### config.mk
export PLATFORM = sky130hd
export DESIGN_NAME = iso9660_dir_record_parser
export DESIGN_NICKNAME = d
export VERILOG_FILES = /design/src/sv/isodir_pkg.sv /design/src/sv/isodir_core.sv /design/src/sv/isodir_obuf.sv /design/src/sv/iso9660_dir_record_parser.sv
export SDC_FILE = /design/constraint.sdc
export NUM_CORES = 1
export LEC_CHECK = 0
export BUFFER_PORTS_ARGS = -buffer_cell sky130_fd_sc_hd__buf_2
export CORE_ASPECT_RATIO = 0.8
export CORE_MARGIN = 3
export CORE_UTILIZATION = 45
export DETAILED_ROUTE_END_ITERATION = 6
export SLEW_MARGIN = 25
export SYNTH_ARGS = -nofsm -noshare
export SYNTH_HDL_FRONTEND = slang
export SYNTH_SLANG_ARGS = --single-unit
### constraint.sdc
create_clock -name clk -period 21.6 [get_ports clk]
set_clock_uncertainty 0.05 [all_clocks]
set_input_delay 2.16 -clock clk [delete_from_list [all_inputs] [get_ports clk]]
set_output_delay 2.16 -clock clk [all_outputs]
set_load 0.05 [all_outputs]
### src/sv/isodir_pkg.sv
// isodir_pkg: shared constants and the entry result type of the directory record parser
// used by isodir_core, isodir_obuf and iso9660_dir_record_parser; no dependencies

package isodir_pkg;

	// default geometry
	localparam int DEF_SECTOR_BYTES = 2048;
	localparam int DEF_OFFSET_BITS  = 24;

	// identifier characters
	localparam logic [7:0] CHAR_SEMI = 8'h3B;
	localparam logic [7:0] CHAR_DOT  = 8'h2E;

	// record byte positions
	localparam logic [7:0] POS_SECTOR_LO = 8'd2;
	localparam logic [7:0] POS_SECTOR_HI = 8'd5;
	localparam logic [7:0] POS_LENGTH_LO = 8'd10;
	localparam logic [7:0] POS_LENGTH_HI = 8'd13;
	localparam logic [7:0] POS_DATE_LO   = 8'd18;
	localparam logic [7:0] POS_DATE_HI   = 8'd23;
	localparam logic [7:0] POS_FLAGS     = 8'd25;
	localparam logic [7:0] POS_ID_LEN    = 8'd32;
	localparam logic [7:0] POS_NAME      = 8'd33;

	localparam int          DIR_FLAG_BIT = 1;
	localparam logic [11:0] YEAR_BASE    = 12'd1900;

	// result bus width, packed without gaps and padded to bytes
	localparam int RESULT_BITS = 181;
	localparam int TDATA_BITS  = ((RESULT_BITS + 7) / 8) * 8;

	typedef struct packed {
		logic [7:0]  second;
		logic [7:0]  minute;
		logic [7:0]  hour;
		logic [7:0]  day;
		logic [7:0]  month;
		logic [11:0] year;
		logic [7:0]  name_length;
		logic [23:0] name_offset;
		logic        is_directory;
		logic [31:0] data_length;
		logic [31:0] start_address;
		logic [31:0] node_id;
	} entry_t;

endpackage

### src/sv/isodir_core.sv
// isodir_core: per-byte record state, field capture and entry formation
// depends on isodir_pkg

module isodir_core #(
	parameter int SECTOR_BYTES = isodir_pkg::DEF_SECTOR_BYTES,
	parameter int OFFSET_BITS  = isodir_pkg::DEF_OFFSET_BITS
) (
	input  logic                 clk,
	input  logic                 arst_n,
	input  logic                 accept,
	input  logic [7:0]           data_byte,
	input  logic                 last_byte,
	output logic                 emit,
	output isodir_pkg::entry_t   entry
);

	localparam int SW = (SECTOR_BYTES > 1) ? $clog2(SECTOR_BYTES) : 1;
	localparam int NW = (OFFSET_BITS > 24) ? OFFSET_BITS : 24;
	localparam logic [SW-1:0] SEC_LAST = SW'(SECTOR_BYTES - 1);

	logic [OFFSET_BITS-1:0] off_q;
	logic [SW-1:0]          sec_q;
	logic [7:0]             pos_q;
	logic [7:0]             rlen_q;
	logic                   pad_q;
	logic [31:0]            ext_sec_q;
	logic [31:0]            ext_len_q;
	logic                   dir_q;
	logic [7:0]             idlen_q;
	logic [47:0]            date_q;
	logic [7:0]             first_q;
	logic [7:0]             semi_q;
	logic                   dotsemi_q;
	logic                   prevdot_q;
	logic [31:0]            node_q;

	logic                   pad_clr, pad_now, at_start, rec_start, in_rec, finish, drop;
	logic [31:0]            c_ext_sec, c_ext_len;
	logic                   c_dir;
	logic [7:0]             c_idlen, c_first, c_semi;
	logic [47:0]            c_date;
	logic                   c_dotsemi, c_prevdot;
	logic [1:0]             idx_sec, idx_len;
	logic [2:0]             idx_date;
	logic [7:0]             name_i;
	logic [7:0]             rl_eff, avail, eff, name_len;
	logic [OFFSET_BITS-1:0] off_inc, name_off;
	logic [NW-1:0]          name_off_ext;
	logic [7:0]             pos_d;
	logic                   pad_d;
	logic [SW-1:0]          sec_d;

	// padding and record phase of this byte
	assign pad_clr   = pad_q && (sec_q == '0);
	assign pad_now   = pad_q && !pad_clr;
	assign at_start  = !pad_now && (pos_q == 8'd0);
	assign rec_start = at_start && (data_byte != 8'd0);
	assign in_rec    = !pad_now && (pos_q != 8'd0);

	assign idx_sec  = 2'(pos_q - isodir_pkg::POS_SECTOR_LO);
	assign idx_len  = 2'(pos_q - isodir_pkg::POS_LENGTH_LO);
	assign idx_date = 3'(pos_q - isodir_pkg::POS_DATE_LO);
	assign name_i   = pos_q - isodir_pkg::POS_NAME;

	// field capture, cleared at each record start
	always_comb begin
		c_ext_sec = rec_start ? '0 : ext_sec_q;
		c_ext_len = rec_start ? '0 : ext_len_q;
		c_dir     = rec_start ? 1'b0 : dir_q;
		c_idlen   = rec_start ? '0 : idlen_q;
		c_date    = rec_start ? '0 : date_q;
		c_first   = rec_start ? '0 : first_q;
		c_semi    = rec_start ? '0 : semi_q;
		c_dotsemi = rec_start ? 1'b0 : dotsemi_q;
		c_prevdot = rec_start ? 1'b0 : prevdot_q;
		if (in_rec) begin
			if (pos_q >= isodir_pkg::POS_SECTOR_LO && pos_q <= isodir_pkg::POS_SECTOR_HI) begin
				c_ext_sec[8*idx_sec +: 8] = data_byte;
			end else if (pos_q >= isodir_pkg::POS_LENGTH_LO &&
					pos_q <= isodir_pkg::POS_LENGTH_HI) begin
				c_ext_len[8*idx_len +: 8] = data_byte;
			end else if (pos_q >= isodir_pkg::POS_DATE_LO && pos_q <= isodir_pkg::POS_DATE_HI) begin
				c_date[8*idx_date +: 8] = data_byte;
			end else if (pos_q == isodir_pkg::POS_FLAGS) begin
				c_dir = data_byte[isodir_pkg::DIR_FLAG_BIT];
			end else if (pos_q == isodir_pkg::POS_ID_LEN) begin
				c_idlen = data_byte;
			end else if (pos_q >= isodir_pkg::POS_NAME && name_i < idlen_q) begin
				if (name_i == 8'd0) begin
					c_first = data_byte;
				end
				if (data_byte == isodir_pkg::CHAR_SEMI) begin
					c_semi    = name_i + 8'd1;
					c_dotsemi = (name_i != 8'd0) && prevdot_q;
				end
				c_prevdot = (data_byte == isodir_pkg::CHAR_DOT);
			end
		end
	end

	// record completion and name trimming
	assign rl_eff = rec_start ? data_byte : rlen_q;
	assign finish = (rec_start && data_byte == 8'd1) ||
		(in_rec && ({1'b0, pos_q} + 9'd1 == {1'b0, rlen_q}));
	assign avail  = (rl_eff > isodir_pkg::POS_NAME) ? rl_eff - isodir_pkg::POS_NAME : 8'd0;
	assign eff    = (c_idlen < avail) ? c_idlen : avail;
	assign drop   = (eff == 8'd1) && (c_first <= 8'd1);
	assign emit   = accept && finish && !drop;

	always_comb begin
		name_len = eff;
		if (!c_dir && c_semi != 8'd0) begin
			name_len = c_semi - 8'd1 - {7'd0, c_dotsemi};
		end
	end

	// identifier offset: record start plus the fixed header size
	assign name_off     = off_q - OFFSET_BITS'(rl_eff) + OFFSET_BITS'(34);
	assign name_off_ext = NW'(name_off);

	always_comb begin
		entry.node_id       = node_q;
		entry.start_address = 32'(c_ext_sec * 32'(SECTOR_BYTES));
		entry.data_length   = c_ext_len;
		entry.is_directory  = c_dir;
		entry.name_offset   = name_off_ext[23:0];
		entry.name_length   = name_len;
		entry.year          = {4'd0, c_date[7:0]} + isodir_pkg::YEAR_BASE;
		entry.month         = c_date[15:8];
		entry.day           = c_date[23:16];
		entry.hour          = c_date[31:24];
		entry.minute        = c_date[39:32];
		entry.second        = c_date[47:40];
	end

	// next position, padding and offset tracking
	assign off_inc = off_q + OFFSET_BITS'(1);

	always_comb begin
		if (last_byte || finish) begin
			pos_d = 8'd0;
		end else if (rec_start) begin
			pos_d = 8'd1;
		end else if (in_rec) begin
			pos_d = pos_q + 8'd1;
		end else begin
			pos_d = pos_q;
		end
		if (last_byte) begin
			pad_d = 1'b0;
		end else if (at_start && data_byte == 8'd0) begin
			pad_d = 1'b1;
		end else if (pad_clr) begin
			pad_d = 1'b0;
		end else begin
			pad_d = pad_q;
		end
		if (last_byte || off_inc == '0 || sec_q == SEC_LAST) begin
			sec_d = '0;
		end else begin
			sec_d = sec_q + SW'(1);
		end
	end

	// control state
	always_ff @(posedge clk or negedge arst_n) begin
		if (!arst_n) begin
			off_q  <= '0;
			sec_q  <= '0;
			pos_q  <= '0;
			rlen_q <= '0;
			pad_q  <= 1'b0;
			node_q <= '0;
		end else if (accept) begin
			off_q  <= last_byte ? '0 : off_inc;
			sec_q  <= sec_d;
			pos_q  <= pos_d;
			rlen_q <= rl_eff;
			pad_q  <= pad_d;
			if (emit) begin
				node_q <= node_q + 32'd1;
			end
		end
	end

	// captured record fields
	always_ff @(posedge clk or negedge arst_n) begin
		if (!arst_n) begin
			ext_sec_q <= '0;
			ext_len_q <= '0;
			dir_q     <= 1'b0;
			idlen_q   <= '0;
			date_q    <= '0;
			first_q   <= '0;
			semi_q    <= '0;
			dotsemi_q <= 1'b0;
			prevdot_q <= 1'b0;
		end else if (accept) begin
			ext_sec_q <= c_ext_sec;
			ext_len_q <= c_ext_len;
			dir_q     <= c_dir;
			idlen_q   <= c_idlen;
			date_q    <= c_date;
			first_q   <= c_first;
			semi_q    <= c_semi;
			dotsemi_q <= c_dotsemi;
			prevdot_q <= c_prevdot;
		end
	end

endmodule

### src/sv/isodir_obuf.sv
// isodir_obuf: result register with a skid stage for the entry stream
// depends on isodir_pkg

module isodir_obuf (
	input  logic               clk,
	input  logic               arst_n,
	input  logic               push,
	input  isodir_pkg::entry_t push_data,
	output logic               space,
	output logic               out_valid,
	input  logic               out_ready,
	output isodir_pkg::entry_t out_data
);

	logic               main_v_q, skid_v_q;
	isodir_pkg::entry_t main_d_q, skid_d_q;

	assign space     = !skid_v_q;
	assign out_valid = main_v_q;
	assign out_data  = main_d_q;

	// valid flags
	always_ff @(posedge clk or negedge arst_n) begin
		if (!arst_n) begin
			main_v_q <= 1'b0;
			skid_v_q <= 1'b0;
		end else if (!main_v_q || out_ready) begin
			main_v_q <= skid_v_q || push;
			skid_v_q <= 1'b0;
		end else if (push) begin
			skid_v_q <= 1'b1;
		end
	end

	// payload
	always_ff @(posedge clk) begin
		if (!main_v_q || out_ready) begin
			main_d_q <= skid_v_q ? skid_d_q : push_data;
		end else if (push) begin
			skid_d_q <= push_data;
		end
	end

endmodule

### src/sv/iso9660_dir_record_parser.sv
// Directory record parser: takes one byte of directory extent data per beat and emits
// one entry beat per completed record other than '.' and '..'. A byte is taken every
// cycle while the output side keeps up; an entry is formed from the record state and
// its last byte, then registered in the output register, or in the skid while stalled.
// A two-entry result buffer (output register plus skid) keeps input flowing while the
// output stalls until a second entry is waiting; s_tready then stays low until the
// output register is taken, and is high again in the cycle after that entry beat.
// Sector padding is skipped by tracking the offset within the sector; no clearing
// pass is needed after reset.
// depends on isodir_pkg, isodir_core, isodir_obuf

module iso9660_dir_record_parser #(
	parameter int SECTOR_BYTES = isodir_pkg::DEF_SECTOR_BYTES,
	parameter int OFFSET_BITS  = isodir_pkg::DEF_OFFSET_BITS
) (
	input  logic                              clk,
	input  logic                              arst_n,
	input  logic                              s_tvalid,
	output logic                              s_tready,
	input  logic [7:0]                        s_tdata,   // [7:0] data_byte
	input  logic                              s_tlast,   // last_byte
	output logic                              m_tvalid,
	input  logic                              m_tready,
	// [31:0] node_id, [63:32] start_address, [95:64] data_length, [96] is_directory,
	// [120:97] name_offset, [128:121] name_length, [140:129] year, [148:141] month,
	// [156:149] day, [164:157] hour, [172:165] minute, [180:173] second, rest zero
	output logic [isodir_pkg::TDATA_BITS-1:0] m_tdata
);

	logic               accept, emit, space;
	isodir_pkg::entry_t entry, out_entry;

	assign s_tready = space;
	assign accept   = s_tvalid && space;

	// byte parsing
	isodir_core #(
		.SECTOR_BYTES(SECTOR_BYTES),
		.OFFSET_BITS (OFFSET_BITS)
	) u_core (
		.clk      (clk),
		.arst_n   (arst_n),
		.accept   (accept),
		.data_byte(s_tdata),
		.last_byte(s_tlast),
		.emit     (emit),
		.entry    (entry)
	);

	// entry output buffering
	isodir_obuf u_obuf (
		.clk      (clk),
		.arst_n   (arst_n),
		.push     (emit),
		.push_data(entry),
		.space    (space),
		.out_valid(m_tvalid),
		.out_ready(m_tready),
		.out_data (out_entry)
	);

	assign m_tdata = isodir_pkg::TDATA_BITS'(out_entry);

endmodule

==> run summary <==
The run finished with clean final reports. The maximum fanout count along the critical path is slightly below 90. The maximum number of pins on one net before global-route repair is approximately 170. The number of post-CTS setup repair buffers came out at 0. For the final routed database, the setup TNS stands at 0 ns. The placeable core area is just under 60,000 µm². The overall die area came out at 63,200 µm². The via count of the first global-routing pass is roughly 18,000. The post-route minimum period is approximately 9.4 ns. The clock-pin transition on the worst setup and hold timing paths came out at about 0.060 ns. The tree is rooted in a sky130_fd_sc_hd__clkbuf_16. The power density of the placed cells came out at 102 nW/µm². The async set-or-reset flop fraction in the synthesized netlist is 0.385. The nature of the critical path startpoint is a primary input.

The number of maximum-capacitance constraint violations came out at 0. Timing analysis after detailed placement gives a worst setup slack of 11.68 ns. Based on the critical path, the design can be clocked at up to approximately 110 MHz. The number of CTS-inserted buffers is 56.

The tightest min-delay check is of the flop to flop type. The initial antenna violation count came out at 3. The layout overhead on the synthesized area is 12.9%. The overall routing resource usage is 0.220. The measured slew at the worst slew-check pin is 1.07 ns. The share of total power in sequential cells is 0.405. STA puts the critical path data required time at about 22 ns.

The hold violation count in the final report is 0. The detailed-route via count is just under 20,000. Once detail routing completed, the nets flagged for antenna violations numbered 0. The area after detailed placement is 28,700 µm². The net load switching power came out at 1090 µW. Before antenna repair, the detailed router went through 6 iterations. STA classifies the critical path endpoint as a flop. The sequential-to-total area share from yosys stat is 0.574. The number of buffers and inverters on the critical path came out at 5. The number of max-slew violations in the final report came out at 0. The floorplan die width is between 200 and 300 µm. The standby leakage power came out at 0.0133 µW.

Dividing the detail-routed wire length by the instance count gives between 20 and 25 µm. The average cell area after synthesis is around 11 µm². Once layout is done, the placed cells without fillers occupy 30,600 µm².

The share of total power dissipated in the clock network is 0.321. The global-route congestion overflow total came out at 0. The number of placed instances with taps included is 3,267. The worst-case clock buffer depth came out at 3. After detailed routing, the total wire length is 70,500 µm. TritonCTS built the clock tree. Summed over all instances, the cell type with the most area after synthesis is sky130_fd_sc_hd__edfxtp_1.

The worst slew margin relative to its limit is 0.282. The type of the worst setup path is primary input to flop. The total number of yosys warnings is 0. Setup violations remaining at the end of the flow were counted as 0. Detailed placement ended at an HPWL of 46,500 µm. Synthesis instantiated between 80 and 90 different standard cells from the library. Using the TritonRoute via totals, the vias-per-cell ratio works out to approximately 5.7.

Among all flip-flop cells after synthesis, the most frequent one is sky130_fd_sc_hd__edfxtp_1. The peak per-stage delay on the critical path came out at approximately 0.73 ns. Among all stages on the critical path, the largest delay is contributed by sky130_fd_sc_hd__buf_4. The detailed-route DRC error count came out at 0. The layout net count is between 2,000 and 3,000.

The number of port buffers came out at 184. The proportion of netlist area held by the largest area contributor is 0.377. Leaving out fill and tap cells, the most frequent cell in the layout is sky130_fd_sc_hd__nand2_1. For this design, the CTS-stage hold fixing added 0 buffers. The number of top-level pins came out at 199. The worst path meets setup with between 10 and 15 ns of slack. Of the total power, the share spent switching nets is 0.348. Routability-driven placement finished with a final weighted congestion of ~0.85. The synthesized cell area is about 27,000 µm².

Ranked by total cell area, the synthesized netlist is headed by sky130_fd_sc_hd__edfxtp_1 38%, sky130_fd_sc_hd__dfrtp_1 20%, sky130_fd_sc_hd__nand2_1 6.9%. The total of cells resized after clock tree synthesis came out at 0. The final standard cell count with taps included and fillers excluded is 3,376. The initial standard-cell utilization of the core is 0.461. The data arrival time of the critical path is between 9 and 10 ns. The internal cell power came out at 2040 µW.

Setup repair after global routing left no endpoint under its margin. The global-route wire length before repair came out at about 110,000 µm. The clock insertion delay at the later pin of the skew report came out at between 0.6 and 0.7 ns. On the critical path the largest part of the delay comes from compound AO/OA/AOI/OAI gates. The signal on the critical path passes through buf_2 > or4_1 > or3_1 > nand3_4 > buf_4 > a22oi_1 > ha_1 > o21ai_0 > a31oi_1 > a211oi_1 > or2_2 > nor2b_1 > inv_1 > ha_1 > a21o_1 > a21o_1 > a211oi_1 > o2111a_1 > or2_1 > o21ai_0 > a211oi_4 > buf_12 > buf_16. Of the cells placed in the final design, the portion with a size suffix greater than 1 is 0.184. Of the available clock period, the critical path in the final layout requires 0.434. The worst IR drop on VDD came out at 0.0000782 V.

In this run the number of H-tree levels came out at 2. Leaving out fill and tap cells, the most frequent cells in the layout are 495 x sky130_fd_sc_hd__nand2_1, 340 x sky130_fd_sc_hd__edfxtp_1, 212 x sky130_fd_sc_hd__dfrtp_1, 183 x sky130_fd_sc_hd__buf_2, 163 x sky130_fd_sc_hd__mux2_2. The floorplan has just under 80 rows. The number of synthesized flops with an enable pin is between 300 and 400. The number of synthesized register bits came out at 553. The die height came out at approximately 230 µm. The number of DRC markers after the initial detailed-route iteration is around 1,800. The number of clock sinks came out at around 550. The gate count after technology mapping came out at approximately 2,400. After layout, the design draws a total of around 3100 µW.

The combinational cell fraction of total power came out at 0.274.
-- layer usage --
| metal | up-vias | wire length [µm] | track usage |
|---|---|---|---|
| li1 | 8955 | - | - |
| met1 | 9563 | 34700 | 0.344 |
| met2 | 643 | 29800 | 0.317 |
| met3 | 99 | 4610 | 0.0357 |
| met4 | 0 | 1440 | 0.0549 |
| met5 | - | 0 | 0 |
-- power by group through the flow --
| stage | sequential [µW] | combinational, µW | clock, µW |
|---|---|---|---|
| after floorplan | 1420 | 466 | 0 |
| after global placement | 1290 | 846 | 0 |
| after detailed placement | 1290 | 850 | 0 |
| after CTS | 1270 | 856 | 1030 |
| after global routing | 1280 | 934 | 1070 |
| final | 1270 | 859 | 1000 |
-- logic make-up (layout without fill, tap and decap cells) --
kind of cell             count (synthesis)  after routing  share of synthesized area
other                                    1             16                   0.000138
AND/OR/NAND/NOR                        908            908                      0.155
flip-flops                             553            553                      0.574
multiplexers                           185            185                     0.0759
XOR/XNOR                               105            105                     0.0344
AO/OA/AOI/OAI                          377            377                     0.0923
adder cells (fa/ha/maj)                 79             79                     0.0368
buffers and inverters                  216            384                     0.0324
-- worst reg2reg max path, stage by stage (launching register included) --
cell and delay, ns:
sky130_fd_sc_hd__dfrtp_1 0.73, sky130_fd_sc_hd__inv_1 0.53, sky130_fd_sc_hd__ha_1 0.37, sky130_fd_sc_hd__or4b_4 0.54, sky130_fd_sc_hd__nor2_4 0.22, sky130_fd_sc_hd__nand3_4 0.09
sky130_fd_sc_hd__buf_4 0.40, sky130_fd_sc_hd__a22oi_1 0.63, sky130_fd_sc_hd__inv_1 0.18, sky130_fd_sc_hd__ha_1 0.26, sky130_fd_sc_hd__o21ai_0 0.17, sky130_fd_sc_hd__a31oi_1 0.06
sky130_fd_sc_hd__a211oi_1 0.49, sky130_fd_sc_hd__or2_2 0.30, sky130_fd_sc_hd__nor2b_1 0.19, sky130_fd_sc_hd__inv_1 0.06, sky130_fd_sc_hd__ha_1 0.29, sky130_fd_sc_hd__a21o_1 0.18
sky130_fd_sc_hd__a21o_1 0.18, sky130_fd_sc_hd__a211oi_1 0.28, sky130_fd_sc_hd__o2111a_1 0.23, sky130_fd_sc_hd__or2_1 0.45, sky130_fd_sc_hd__o21ai_0 0.27, sky130_fd_sc_hd__a211oi_4 0.32
sky130_fd_sc_hd__buf_12 0.42, sky130_fd_sc_hd__buf_16 0.43
-- cells in the mapped netlist (4+ instances only) --
cell type                  instances
sky130_fd_sc_hd__a211o_1           4
sky130_fd_sc_hd__a211oi_1          9
sky130_fd_sc_hd__a21o_1           13
sky130_fd_sc_hd__a21oi_1          59
sky130_fd_sc_hd__a22o_1           53
sky130_fd_sc_hd__a22oi_1          13
sky130_fd_sc_hd__a31oi_1           9
sky130_fd_sc_hd__and2_1           22
sky130_fd_sc_hd__and3_1           28
sky130_fd_sc_hd__and4_1            7
sky130_fd_sc_hd__buf_1            16
sky130_fd_sc_hd__buf_2            10
sky130_fd_sc_hd__buf_4            14
sky130_fd_sc_hd__clkbuf_1        101
sky130_fd_sc_hd__dfrtp_1         213
sky130_fd_sc_hd__edfxtp_1        340
sky130_fd_sc_hd__ha_1             78
sky130_fd_sc_hd__inv_1            73
sky130_fd_sc_hd__mux2_2          163
sky130_fd_sc_hd__mux2i_1          22
sky130_fd_sc_hd__nand2_1         496
sky130_fd_sc_hd__nand2b_1          7
sky130_fd_sc_hd__nand3_1         104
sky130_fd_sc_hd__nand3b_1          6
sky130_fd_sc_hd__nand4_1          25
sky130_fd_sc_hd__nor2_1           66
sky130_fd_sc_hd__nor2b_1          14
sky130_fd_sc_hd__nor3_1           63
sky130_fd_sc_hd__nor3b_1          10
sky130_fd_sc_hd__nor4_1           16
sky130_fd_sc_hd__nor4b_1           5
sky130_fd_sc_hd__o211ai_1          8
sky130_fd_sc_hd__o21a_1           11
sky130_fd_sc_hd__o21ai_0         133
sky130_fd_sc_hd__o22ai_1           4
sky130_fd_sc_hd__o31ai_1          18
sky130_fd_sc_hd__o41ai_1           5
sky130_fd_sc_hd__or2_2             5
sky130_fd_sc_hd__or3_1             9
sky130_fd_sc_hd__or4_1             6
sky130_fd_sc_hd__xnor2_1          44
sky130_fd_sc_hd__xor2_1           60
-- registers in the layout, summed over array words and instances, names as in the netlist, 7 cells and up --
name              cells
u_obuf.out_data     170
u_obuf.skid_d_q     170
u_core.date_q        48
u_core.ext_len_q     32
u_core.node_q        32
u_core.off_q         24
u_core.ext_sec_q     21
u_core.sec_q         11
u_core.idlen_q        8
u_core.pos_q          8
u_core.rlen_q         8
u_core.semi_q         8
u_core.first_q        7
-- final cells by class --
type                            instances  area [µm²]
Fill cell                            5100       28200
Sequential cell                       553       15500
Multi-Input combinational cell       1668       10800
Clock buffer                           73        1500
Timing Repair Buffer                  204        1120
Tap cell                              769         962
Clock inverter                         33         388
Inverter                               74         283
Antenna cell                            2        5.00
-- worst paths after layout --
| path | start | end | slack, ns | cells past startpoint |
|---|---|---|---|---|
| worst max-delay path | s_tdata[1] | u_obuf.skid_d_q[124] | 12.22 | 23 |
| max in group asynchronous | arst_n | u_obuf.skid_v_q | 18.63 | 2 |
| worst min register to register | u_core.ext_len_q[0] | u_core.ext_len_q[0] | 0.42 | 2 |
| worst min-delay path | u_core.ext_len_q[0] | u_core.ext_len_q[0] | 0.42 | 2 |
| min in group asynchronous | arst_n | u_core.semi_q[7] | 1.46 | 1 |
| worst max register to register | u_core.pos_q[0] | u_obuf.skid_d_q[124] | 12.81 | 25 |
-- through the flow --
stage	utilization	hold slack, ns
after floorplan	-	0.395
after detailed placement	0.487	0.411
after global routing	0.520	0.443
final	0.520	0.424
after global placement	0.487	0.406
after CTS	0.519	0.426
No activity file was read; power rests on OpenSTA's default activity.
